[config.mk]
export PLATFORM = sky130hd
export DESIGN_NAME = tilt_angle_calibrator_core
export DESIGN_NICKNAME = d
export VERILOG_FILES = /design/src/rtl/tac_pkg.sv /design/src/rtl/tac_cordic.sv /design/src/rtl/tac_calib.sv /design/src/rtl/tilt_angle_calibrator_core.sv
export SDC_FILE = /design/constraint.sdc
export NUM_CORES = 2
export LEC_CHECK = 0
export ABC_CLOCK_PERIOD_IN_PS = 18700
export BUFFER_PORTS_ARGS = -buffer_cell sky130_fd_sc_hd__buf_4
export CAP_MARGIN = 20
export CORE_UTILIZATION = 60
export DETAILED_ROUTE_END_ITERATION = 16
export PLACE_DENSITY = 0.86
export SETUP_SLACK_MARGIN = 0.05
export SYNTH_ARGS = -nofsm -noshare
export SYNTH_HDL_FRONTEND = slang
export SYNTH_SLANG_ARGS = --single-unit
[constraint.sdc]
create_clock -name clk -period 18.7 [get_ports clk]
set_clock_uncertainty 0.05 [all_clocks]
set_input_delay 4.675 -clock clk [delete_from_list [all_inputs] [get_ports clk]]
set_output_delay 4.675 -clock clk [all_outputs]
set_load 0.1 [all_outputs]
[src/rtl/tac_pkg.sv]
package tac_pkg;

  localparam int CAL_SAMPLES  = 20;
  localparam int CORDIC_STEPS = 16;

  localparam int SAMPLE_W = 16;
  localparam int PITCH_W  = 16;
  localparam int CNT_W    = 5;
  localparam int SUM_W    = 20;
  localparam int XW       = 27;
  localparam int ACC_W    = 26;
  localparam int STEP_W   = 5;

  localparam int HALF_TURN = 46080;
  localparam int PITCH_MAX = HALF_TURN / 2;

  localparam logic signed [ACC_W-1:0] ACC_HALF = ACC_W'(HALF_TURN * 128);

  // Neutral = floor((2*sum + N) / (2*N)), done on a biased, non-negative numerator
  localparam int CAL_DIV     = 2 * CAL_SAMPLES;
  localparam int CAL_U_OFS   = CAL_SAMPLES + CAL_DIV * PITCH_MAX;
  localparam int U_W         = 21;
  localparam int Q_W         = 17;
  localparam int RECIP_SHIFT = 24;
  localparam int CAL_RECIP   = (1 << RECIP_SHIFT) / CAL_DIV;

  localparam logic [1:0] OP_MEASURE  = 2'd0;
  localparam logic [1:0] OP_START    = 2'd1;
  localparam logic [1:0] OP_CONTINUE = 2'd2;

  localparam logic REG_BIAS_X = 1'b0;
  localparam logic REG_BIAS_Z = 1'b1;

  typedef struct packed {
    logic [1:0]                 opcode;
    logic signed [SAMPLE_W-1:0] tor_raw_x;
    logic signed [SAMPLE_W-1:0] tor_raw_z;
    logic signed [SAMPLE_W-1:0] lum_raw_x;
    logic signed [SAMPLE_W-1:0] lum_raw_z;
  } tac_in_t;

  typedef struct packed {
    logic signed [PITCH_W-1:0] tor_pitch;
    logic signed [PITCH_W-1:0] lum_pitch;
    logic signed [PITCH_W-1:0] tor_neutral;
    logic signed [PITCH_W-1:0] lum_neutral;
    logic                      is_calibrated;
    logic [CNT_W-1:0]          samples_taken;
  } tac_out_t;

  typedef struct packed {
    logic                      valid;
    logic [1:0]                opcode;
    logic signed [PITCH_W-1:0] tor_pitch;
    logic signed [PITCH_W-1:0] lum_pitch;
  } cal_req_t;

  typedef struct packed {
    logic                      done;
    logic signed [PITCH_W-1:0] tor_neutral;
    logic signed [PITCH_W-1:0] lum_neutral;
    logic                      calibrated;
    logic [CNT_W-1:0]          shown;
  } cal_stat_t;

  typedef enum logic [2:0] {
    S_IDLE, S_TOR, S_TOR_WAIT, S_LUM, S_LUM_WAIT, S_CAL_WAIT, S_PUSH
  } top_state_t;

  typedef enum logic [1:0] {
    C_IDLE, C_PREP, C_ITER, C_ROUND
  } cordic_state_t;

  typedef enum logic [1:0] {
    CL_IDLE, CL_MUL, CL_FIX, CL_DONE
  } cal_state_t;

  // atan(2^-i) in 2^-15 degree units
  function automatic logic [ACC_W-1:0] atan_lut(input logic [STEP_W-1:0] i);
    logic [ACC_W-1:0] v;
    case (i)
      5'd0:    v = ACC_W'(1474560);
      5'd1:    v = ACC_W'(870484);
      5'd2:    v = ACC_W'(459940);
      5'd3:    v = ACC_W'(233473);
      5'd4:    v = ACC_W'(117189);
      5'd5:    v = ACC_W'(58652);
      5'd6:    v = ACC_W'(29333);
      5'd7:    v = ACC_W'(14667);
      5'd8:    v = ACC_W'(7334);
      5'd9:    v = ACC_W'(3667);
      5'd10:   v = ACC_W'(1833);
      5'd11:   v = ACC_W'(917);
      5'd12:   v = ACC_W'(458);
      5'd13:   v = ACC_W'(229);
      5'd14:   v = ACC_W'(115);
      5'd15:   v = ACC_W'(57);
      5'd16:   v = ACC_W'(29);
      5'd17:   v = ACC_W'(14);
      5'd18:   v = ACC_W'(7);
      5'd19:   v = ACC_W'(4);
      5'd20:   v = ACC_W'(2);
      5'd21:   v = ACC_W'(1);
      default: v = '0;
    endcase
    return v;
  endfunction

endpackage

[src/rtl/tac_cordic.sv]
module tac_cordic
  import tac_pkg::*;
(
  input  logic                       clk,
  input  logic                       rst,
  input  logic                       start,
  input  logic signed [SAMPLE_W-1:0] raw_x,
  input  logic signed [SAMPLE_W-1:0] raw_z,
  input  logic signed [SAMPLE_W-1:0] bias_x,
  input  logic signed [SAMPLE_W-1:0] bias_z,
  output logic                       done,
  output logic signed [PITCH_W-1:0]  pitch
);

  cordic_state_t state, state_next;

  logic signed [XW-1:0]    x, z;
  logic signed [XW-1:0]    ext_x, ext_z;
  logic signed [XW-1:0]    dx, dz;
  logic signed [ACC_W-1:0] acc;
  logic signed [ACC_W-1:0] ang;
  logic signed [ACC_W-1:0] acc_r;
  logic signed [ACC_W-9:0] rounded;
  logic signed [ACC_W-9:0] wrapped;
  logic [STEP_W-1:0]       step;

  assign ext_x = (XW'(raw_x) <<< 8) + XW'(bias_x);
  assign ext_z = (XW'(raw_z) <<< 8) + XW'(bias_z);
  assign dx    = z >>> step;
  assign dz    = x >>> step;
  assign ang   = $signed(atan_lut(step));

  assign acc_r   = acc + ACC_W'(128);
  assign rounded = acc_r[ACC_W-1:8];

  always_comb begin
    if (rounded <= -PITCH_MAX) begin
      wrapped = rounded + (ACC_W-8)'(HALF_TURN);
    end else if (rounded > PITCH_MAX) begin
      wrapped = rounded - (ACC_W-8)'(HALF_TURN);
    end else begin
      wrapped = rounded;
    end
  end

  always_ff @(posedge clk) begin
    if (rst) begin
      state <= C_IDLE;
    end else begin
      state <= state_next;
    end
  end

  always_ff @(posedge clk) begin
    case (state)
      C_IDLE: begin
        if (start) begin
          x <= ext_x;
          z <= ext_z;
        end
      end
      C_PREP: begin
        step <= '0;
        if (x < 0) begin
          x   <= -x;
          z   <= -z;
          acc <= (z >= 0) ? ACC_HALF : -ACC_HALF;
        end else begin
          acc <= '0;
        end
      end
      C_ITER: begin
        step <= step + STEP_W'(1);
        if (z > 0) begin
          x   <= x + dx;
          z   <= z - dz;
          acc <= acc + ang;
        end else if (z < 0) begin
          x   <= x - dx;
          z   <= z + dz;
          acc <= acc - ang;
        end
      end
      default: begin
      end
    endcase
  end

  always_comb begin
    state_next = state;
    case (state)
      C_IDLE:  if (start) state_next = C_PREP;
      C_PREP:  state_next = C_ITER;
      C_ITER:  if (step == STEP_W'(CORDIC_STEPS - 1)) state_next = C_ROUND;
      C_ROUND: state_next = C_IDLE;
      default: state_next = C_IDLE;
    endcase
  end

  always_comb begin
    done  = (state == C_ROUND);
    pitch = wrapped[PITCH_W-1:0];
  end

endmodule

[src/rtl/tac_calib.sv]
module tac_calib
  import tac_pkg::*;
(
  input  logic      clk,
  input  logic      rst,
  input  cal_req_t  req,
  output cal_stat_t stat
);

  cal_state_t state, state_next;

  logic signed [SUM_W-1:0]   tor_sum, lum_sum;
  logic [CNT_W-1:0]          count, shown;
  logic signed [PITCH_W-1:0] tor_neutral, lum_neutral;
  logic                      calibrated;

  logic [U_W-1:0]            tor_u, lum_u;
  logic [Q_W-1:0]            tor_q0, lum_q0;

  logic                      is_cal, restart, accum, complete;
  logic signed [SUM_W-1:0]   tor_sum_next, lum_sum_next;
  logic [CNT_W-1:0]          count_next;
  logic signed [SUM_W+2:0]   tor_uw, lum_uw;
  logic [U_W+RECIP_SHIFT-1:0] tor_prod, lum_prod;
  logic [U_W-1:0]            tor_r, lum_r;
  logic [Q_W-1:0]            tor_q, lum_q;
  logic signed [Q_W:0]       tor_nq, lum_nq;

  assign is_cal  = (req.opcode == OP_START) || (req.opcode == OP_CONTINUE);
  assign restart = (req.opcode == OP_START) ||
                   ((req.opcode == OP_CONTINUE) && (count == '0));
  assign accum   = (req.opcode == OP_CONTINUE) && (count != '0);

  always_comb begin
    if (restart) begin
      tor_sum_next = SUM_W'(req.tor_pitch);
      lum_sum_next = SUM_W'(req.lum_pitch);
      count_next   = CNT_W'(1);
    end else if (accum) begin
      tor_sum_next = tor_sum + SUM_W'(req.tor_pitch);
      lum_sum_next = lum_sum + SUM_W'(req.lum_pitch);
      count_next   = count + CNT_W'(1);
    end else begin
      tor_sum_next = tor_sum;
      lum_sum_next = lum_sum;
      count_next   = count;
    end
  end

  assign complete = is_cal && (count_next >= CNT_W'(CAL_SAMPLES));

  assign tor_uw = ((SUM_W+3)'(tor_sum_next) <<< 1) + (SUM_W+3)'(CAL_U_OFS);
  assign lum_uw = ((SUM_W+3)'(lum_sum_next) <<< 1) + (SUM_W+3)'(CAL_U_OFS);

  assign tor_prod = (U_W+RECIP_SHIFT)'(tor_u) * (U_W+RECIP_SHIFT)'(CAL_RECIP);
  assign lum_prod = (U_W+RECIP_SHIFT)'(lum_u) * (U_W+RECIP_SHIFT)'(CAL_RECIP);

  assign tor_r = tor_u - U_W'(tor_q0 * CAL_DIV);
  assign lum_r = lum_u - U_W'(lum_q0 * CAL_DIV);
  assign tor_q = (tor_r >= U_W'(CAL_DIV)) ? tor_q0 + Q_W'(1) : tor_q0;
  assign lum_q = (lum_r >= U_W'(CAL_DIV)) ? lum_q0 + Q_W'(1) : lum_q0;
  assign tor_nq = $signed({1'b0, tor_q}) - (Q_W+1)'(PITCH_MAX);
  assign lum_nq = $signed({1'b0, lum_q}) - (Q_W+1)'(PITCH_MAX);

  always_ff @(posedge clk) begin
    if (rst) begin
      state       <= CL_IDLE;
      tor_sum     <= '0;
      lum_sum     <= '0;
      count       <= '0;
      shown       <= '0;
      tor_neutral <= '0;
      lum_neutral <= '0;
      calibrated  <= 1'b0;
    end else begin
      state <= state_next;
      case (state)
        CL_IDLE: begin
          if (req.valid) begin
            tor_sum <= tor_sum_next;
            lum_sum <= lum_sum_next;
            count   <= count_next;
            shown   <= count_next;
          end
        end
        CL_FIX: begin
          tor_neutral <= tor_nq[PITCH_W-1:0];
          lum_neutral <= lum_nq[PITCH_W-1:0];
          calibrated  <= 1'b1;
          tor_sum     <= '0;
          lum_sum     <= '0;
          count       <= '0;
        end
        default: begin
        end
      endcase
    end
  end

  always_ff @(posedge clk) begin
    if (state == CL_IDLE && req.valid) begin
      tor_u <= tor_uw[U_W-1:0];
      lum_u <= lum_uw[U_W-1:0];
    end
    if (state == CL_MUL) begin
      tor_q0 <= tor_prod[RECIP_SHIFT +: Q_W];
      lum_q0 <= lum_prod[RECIP_SHIFT +: Q_W];
    end
  end

  always_comb begin
    state_next = state;
    case (state)
      CL_IDLE: begin
        if (req.valid) begin
          state_next = complete ? CL_MUL : CL_DONE;
        end
      end
      CL_MUL:  state_next = CL_FIX;
      CL_FIX:  state_next = CL_DONE;
      CL_DONE: state_next = CL_IDLE;
      default: state_next = CL_IDLE;
    endcase
  end

  always_comb begin
    stat.done        = (state == CL_DONE);
    stat.tor_neutral = tor_neutral;
    stat.lum_neutral = lum_neutral;
    stat.calibrated  = calibrated;
    stat.shown       = shown;
  end

endmodule

[src/rtl/tilt_angle_calibrator_core.sv]
// Channel   Direction  Handshake                  Payload
// in        input      in_valid / in_ready        in_data  (tac_in_t)
// out       output     out_valid / out_ready      out_data (tac_out_t)
// cfg       input      cfg_wr_en                  cfg_index, cfg_data
//
// Each item passes one CORDIC unit that serves both sensors in turn, the tor
// pair first and then the lum pair, and then the calibration block, which adds
// its multiply and fix states on the item that closes a calibration run. in_ready is high only while
// no item is at work, from the edge that loads the result; a result waits in
// the output register, and a full register holds the next result back.
// Synchronous reset restores the offsets and clears all calibration state.
module tilt_angle_calibrator_core
  import tac_pkg::*;
(
  input  logic                clk,
  input  logic                rst,
  input  logic                in_valid,
  output logic                in_ready,
  input  tac_in_t             in_data,
  output logic                out_valid,
  input  logic                out_ready,
  output tac_out_t            out_data,
  input  logic                cfg_wr_en,
  input  logic                cfg_index,
  input  logic [SAMPLE_W-1:0] cfg_data
);

  top_state_t state, state_next;

  logic signed [SAMPLE_W-1:0] bias_x, bias_z;
  tac_in_t                    item;
  logic signed [PITCH_W-1:0]  tor_pitch, lum_pitch;

  logic                       cordic_start, cordic_done;
  logic signed [SAMPLE_W-1:0] cordic_x, cordic_z;
  logic signed [PITCH_W-1:0]  cordic_pitch;
  logic                       push, slot_free;
  cal_req_t                   req;
  cal_stat_t                  stat;

  assign slot_free = !out_valid || out_ready;
  assign cordic_x  = (state == S_LUM) ? item.lum_raw_x : item.tor_raw_x;
  assign cordic_z  = (state == S_LUM) ? item.lum_raw_z : item.tor_raw_z;

  tac_cordic u_cordic (
    .clk    (clk),
    .rst    (rst),
    .start  (cordic_start),
    .raw_x  (cordic_x),
    .raw_z  (cordic_z),
    .bias_x (bias_x),
    .bias_z (bias_z),
    .done   (cordic_done),
    .pitch  (cordic_pitch)
  );

  tac_calib u_calib (
    .clk  (clk),
    .rst  (rst),
    .req  (req),
    .stat (stat)
  );

  always_ff @(posedge clk) begin
    if (rst) begin
      bias_x <= SAMPLE_W'(-4952);
      bias_z <= SAMPLE_W'(-5487);
    end else if (cfg_wr_en) begin
      case (cfg_index)
        REG_BIAS_X: bias_x <= cfg_data;
        REG_BIAS_Z: bias_z <= cfg_data;
        default: begin
        end
      endcase
    end
  end

  always_ff @(posedge clk) begin
    if (rst) begin
      state     <= S_IDLE;
      out_valid <= 1'b0;
    end else begin
      state <= state_next;
      if (push) begin
        out_valid <= 1'b1;
      end else if (out_ready) begin
        out_valid <= 1'b0;
      end
    end
  end

  always_ff @(posedge clk) begin
    if (in_valid && in_ready) begin
      item <= in_data;
    end
    if (state == S_TOR_WAIT && cordic_done) begin
      tor_pitch <= cordic_pitch;
    end
    if (state == S_LUM_WAIT && cordic_done) begin
      lum_pitch <= cordic_pitch;
    end
    if (push) begin
      out_data.tor_pitch     <= tor_pitch;
      out_data.lum_pitch     <= lum_pitch;
      out_data.tor_neutral   <= stat.tor_neutral;
      out_data.lum_neutral   <= stat.lum_neutral;
      out_data.is_calibrated <= stat.calibrated;
      out_data.samples_taken <= stat.shown;
    end
  end

  always_comb begin
    state_next = state;
    case (state)
      S_IDLE:     if (in_valid) state_next = S_TOR;
      S_TOR:      state_next = S_TOR_WAIT;
      S_TOR_WAIT: if (cordic_done) state_next = S_LUM;
      S_LUM:      state_next = S_LUM_WAIT;
      S_LUM_WAIT: if (cordic_done) state_next = S_CAL_WAIT;
      S_CAL_WAIT: if (stat.done) state_next = S_PUSH;
      S_PUSH:     if (slot_free) state_next = S_IDLE;
      default:    state_next = S_IDLE;
    endcase
  end

  always_comb begin
    in_ready      = (state == S_IDLE);
    cordic_start  = (state == S_TOR) || (state == S_LUM);
    push          = (state == S_PUSH) && slot_free;
    req.valid     = (state == S_LUM_WAIT) && cordic_done;
    req.opcode    = item.opcode;
    req.tor_pitch = tor_pitch;
    req.lum_pitch = cordic_pitch;
  end

endmodule

==> impl_metrics.tcl <==
set metrics [dict create \
    status "complete, no violations" \
    grt_pass1_wl_um 195000 \
    syn-num-nets 5928 \
    grt_overflow_total 0 \
    crit_arrival_ns 8.01 \
    cp-end-kind "flop" \
    synth-async-reset-ratio_pct 0 \
    p_per_area_nw_per_um2 162 \
    die_area_um2 79800 \
    ctsHoldBuffers 0 \
    syn_area_um2 47200 \
    antenna_found_initial 1 \
    h-tree-depth 2 \
    grt_usage_pct 30.6 \
    pin_count 160 \
    yosys_warnings 0 \
    final_common_cell "ha_1" \
    grt_max_degree 90 \
    p_leak_uw 0.0224 \
    netlist.area_leader.share_pct 20.7 \
    clock_latency_ns 0.64 \
    grt_pass1_vias 37500 \
    cts_setup_buffers 0 \
    fmax_ghz 0.130 \
    worst_path_largest_cell_delay_ns 0.61 \
    r2r_cells 21 \
    maxSlewHeadroom_pct 25.0 \
    setup_tns_ns 0 \
    min_from "lum_pitch[5]$_DFFE_PP_" \
    layout_min_cycle_time_ns 7.68 \
    report.final.slew_viol_count 0 \
    path_class "reg -> reg" \
    start_kind "flop" \
    ant_nets 0 \
    area.growth.synth_to_final_pct 8.32 \
    cts_buffers 53 \
    synth_seq_cells 469 \
    crit_fanout 5 \
    hold_path_class "reg -> reg" \
    cts-resized-gates 0 \
    ir_drop_uv 120 \
    cts_tree "built" \
    crit_chain "ha_1, inv_1, fa_1, fa_1, inv_1, fa_1, fa_1, fa_1, ha_1, a21o_1, a21oi_1, o21ai_1, a2111oi_0, a311oi_1, o21a_1, a311oi_1, o21ai_1, o41a_1, a31o_2, o41ai_1, xnor2_1" \
    drt_iter0_drc 3481 \
    final_hold_viol_count 0 \
    timing.final.crit_share_pct 41.1 \
    antenna_cells 0 \
    post_synth_inst_count 4992 \
    drv_cap 0 \
    routed_wl_um 123000 \
    synth_seq_area_share_pct 26.8 \
    grt_setup_unrepaired "no" \
    synth_ff_type "edfxtp_1" \
    coreArea_um2 77600 \
    netlist_top_cells_area "edfxtp_1, ha_1, fa_1" \
    clkSlewWorstSetupHoldPaths_ns 0.07 \
    start_util_pct 60.8 \
    worstHoldPathCells 0 \
    vias 38500 \
    clock-sinks 469 \
    yosys.cell_types.count 97 \
    finalNetCount 6017 \
    port_buffers 159 \
    final_cell_mix "ha_1, inv_1, nor2_1" \
    routabilityCongestion 0.970 \
    final_core_utilization_pct 65.9 \
    clockBufferDepth 3 \
    cpMaxStageDelayCell "fa_1" \
    tightest_slew_ns 1.12 \
    drive_gt1_share_pct 8.86 \
    setup_viol 0 \
    synth_area_per_cell_um2 9.46 \
    cp_common_cell "fa_1" \
    rr_startpoint "u_calib.tor_u[7]$_DFFE_PP_" \
    worst-r2r-setup-slack_ns 11.02 \
    synth-edff-count 325 \
    crit_required_ns 19.03 \
    drt-pass1-iter-count 8 \
    yosysTopAreaCell "edfxtp_1" \
    cts_root_buf "clkbuf_16" \
    post_drt_via_cell_ratio 6.25 \
    post_drt_wl_per_cell_um 19.9 \
    dieHeight_um 283 \
    holdPathEnd "out_data[43]$_DFFE_PP_" \
    dpl.hpwl_um 95600 \
    num_rows 102 \
    r2r_end "u_calib.tor_q0[15]$_DFFE_PN_" \
    die_x_um 283 \
    drc 0 \
]
synthesized netlist by cell type (17+ instances only):
cell / instances
xnor2_1: 221
o31ai_1: 28
ha_1: 585
edfxtp_1: 325
xor2_1: 139
a21o_1: 78
fa_1: 263
buf_1: 18
mux4_2: 59
nand4_1: 34
dfxtp_1: 144
o21a_1: 50
a21oi_1: 306
a32oi_1: 17
nor3_1: 109
a211oi_1: 58
nor2_1: 394
o21bai_1: 28
nor4_1: 27
or3_1: 33
nand3_1: 106
o22ai_1: 31
o211ai_1: 20
a22oi_1: 70
and2_1: 38
nand2_1: 365
nor2b_1: 37
or4_1: 18
a211o_1: 18
nand2b_1: 33
a31oi_1: 34
mux2_2: 53
o21ai_0: 171
mux2i_1: 32
clkbuf_1: 126
inv_1: 564
and3_1: 57
how the worst max path moves through the flow:
stage / from / end / slack, ns / depth (start not counted)
5_1_grt: u_calib.tor_u[7]$_DFFE_PP_ / u_calib.tor_q0[15]$_DFFE_PN_ / 10.58 / 21
3_5_place_dp: u_calib.tor_u[7]$_DFFE_PP_ / u_calib.tor_q0[15]$_DFFE_PN_ / 11.08 / 21
4_1_cts: u_calib.tor_u[7]$_DFFE_PP_ / u_calib.tor_q0[15]$_DFFE_PN_ / 11.09 / 21
2_1_floorplan: u_cordic.z[1]$_DFFE_PP_ / u_cordic.x[0]$_DFFE_PP_ / 7.97 / 9
3_3_place_gp: u_calib.tor_u[7]$_DFFE_PP_ / u_calib.tor_q0[15]$_DFFE_PN_ / 11.23 / 21
6_report: u_calib.tor_u[7]$_DFFE_PP_ / u_calib.tor_q0[15]$_DFFE_PN_ / 11.02 / 21
sequential cells by signal (all words and copies together), names as in the netlist, 3 cells and up:
| signal | count |
|---|---|
| u_cordic.acc | 26 |
| u_calib.tor_sum | 20 |
| u_calib.lum_q0 | 16 |
| u_cordic.z | 27 |
| item | 66 |
| u_calib.lum_u | 20 |
| u_cordic.x | 27 |
| u_cordic.ang | 21 |
| u_calib.lum_sum | 20 |
| u_cordic.step | 5 |
| u_calib.count | 5 |
| u_calib.shown | 5 |
| bias_x | 16 |
| u_calib.tor_neutral | 16 |
| u_calib.lum_neutral | 16 |
| u_calib.tor_q0 | 16 |
| tor_pitch | 16 |
| lum_pitch | 16 |
| u_calib.tor_u | 20 |
| out_data | 70 |
| state | 3 |
| bias_z | 16 |
logic make-up after synthesis:
group | count (synthesis) | share of synthesized area (%)
buffers and inverters | 735 | 5.95
adder cells (fa/ha/maj) | 848 | 26.7
AND/OR/NAND/NOR | 1341 | 13.6
XOR/XNOR | 361 | 6.73
flip-flops | 469 | 26.8
AO/OA/AOI/OAI | 1084 | 15.1
multiplexers | 154 | 5.22
metrics by stage:
stage | hold slack (ns) | setup WS (ns) | power, uW | instances | instance area [um2]
2_1_floorplan | 0.350 | 7.97 | 5960 | 4992 | 47200
3_3_place_gp | 0.353 | 11.23 | 6980 | 6066 | 49400
3_5_place_dp | 0.355 | 11.08 | 7110 | 6066 | 49400
4_1_cts | 0.357 | 11.09 | 8200 | 6165 | 51100
5_1_grt | 0.364 | 10.58 | 8910 | 6165 | 51100
6_report | 0.352 | 11.02 | 8290 | 6165 | 51100
critical path: cells and delay by family, from the launching register on:
kind,cells,cell delay (ns)
flops,1,0.52
xor+xnor,1,0.11
fa+ha+maj,7,3.29
compound gates,11,3.25
buf+inv,2,0.24
final cells by class:
| cell class | instances | area [um2] |
|---|---|---|
| Multi-Input combinational cell | 3788 | 31800 |
| Clock inverter | 36 | 357 |
| Timing Repair Buffer | 199 | 1490 |
| Fill cell | 6022 | 26500 |
| Clock buffer | 63 | 1390 |
| Sequential cell | 469 | 12600 |
| Inverter | 570 | 2140 |
| Tap cell | 1040 | 1300 |
power by group:
part	switching (uW)	internal (uW)
Combinational	3230	2330
Sequential	281	1410
Clock	458	580
layer usage:
metal	track usage [%]	vias to the layer above	wire length (um)
met3	3.97	373	9450
met2	53.1	1726	59500
li1	-	18000	-
met4	11.7	0	5010
met5	0	-	0
met1	38.8	18400	48800
Note: power is estimated with default switching activity, not from simulation.
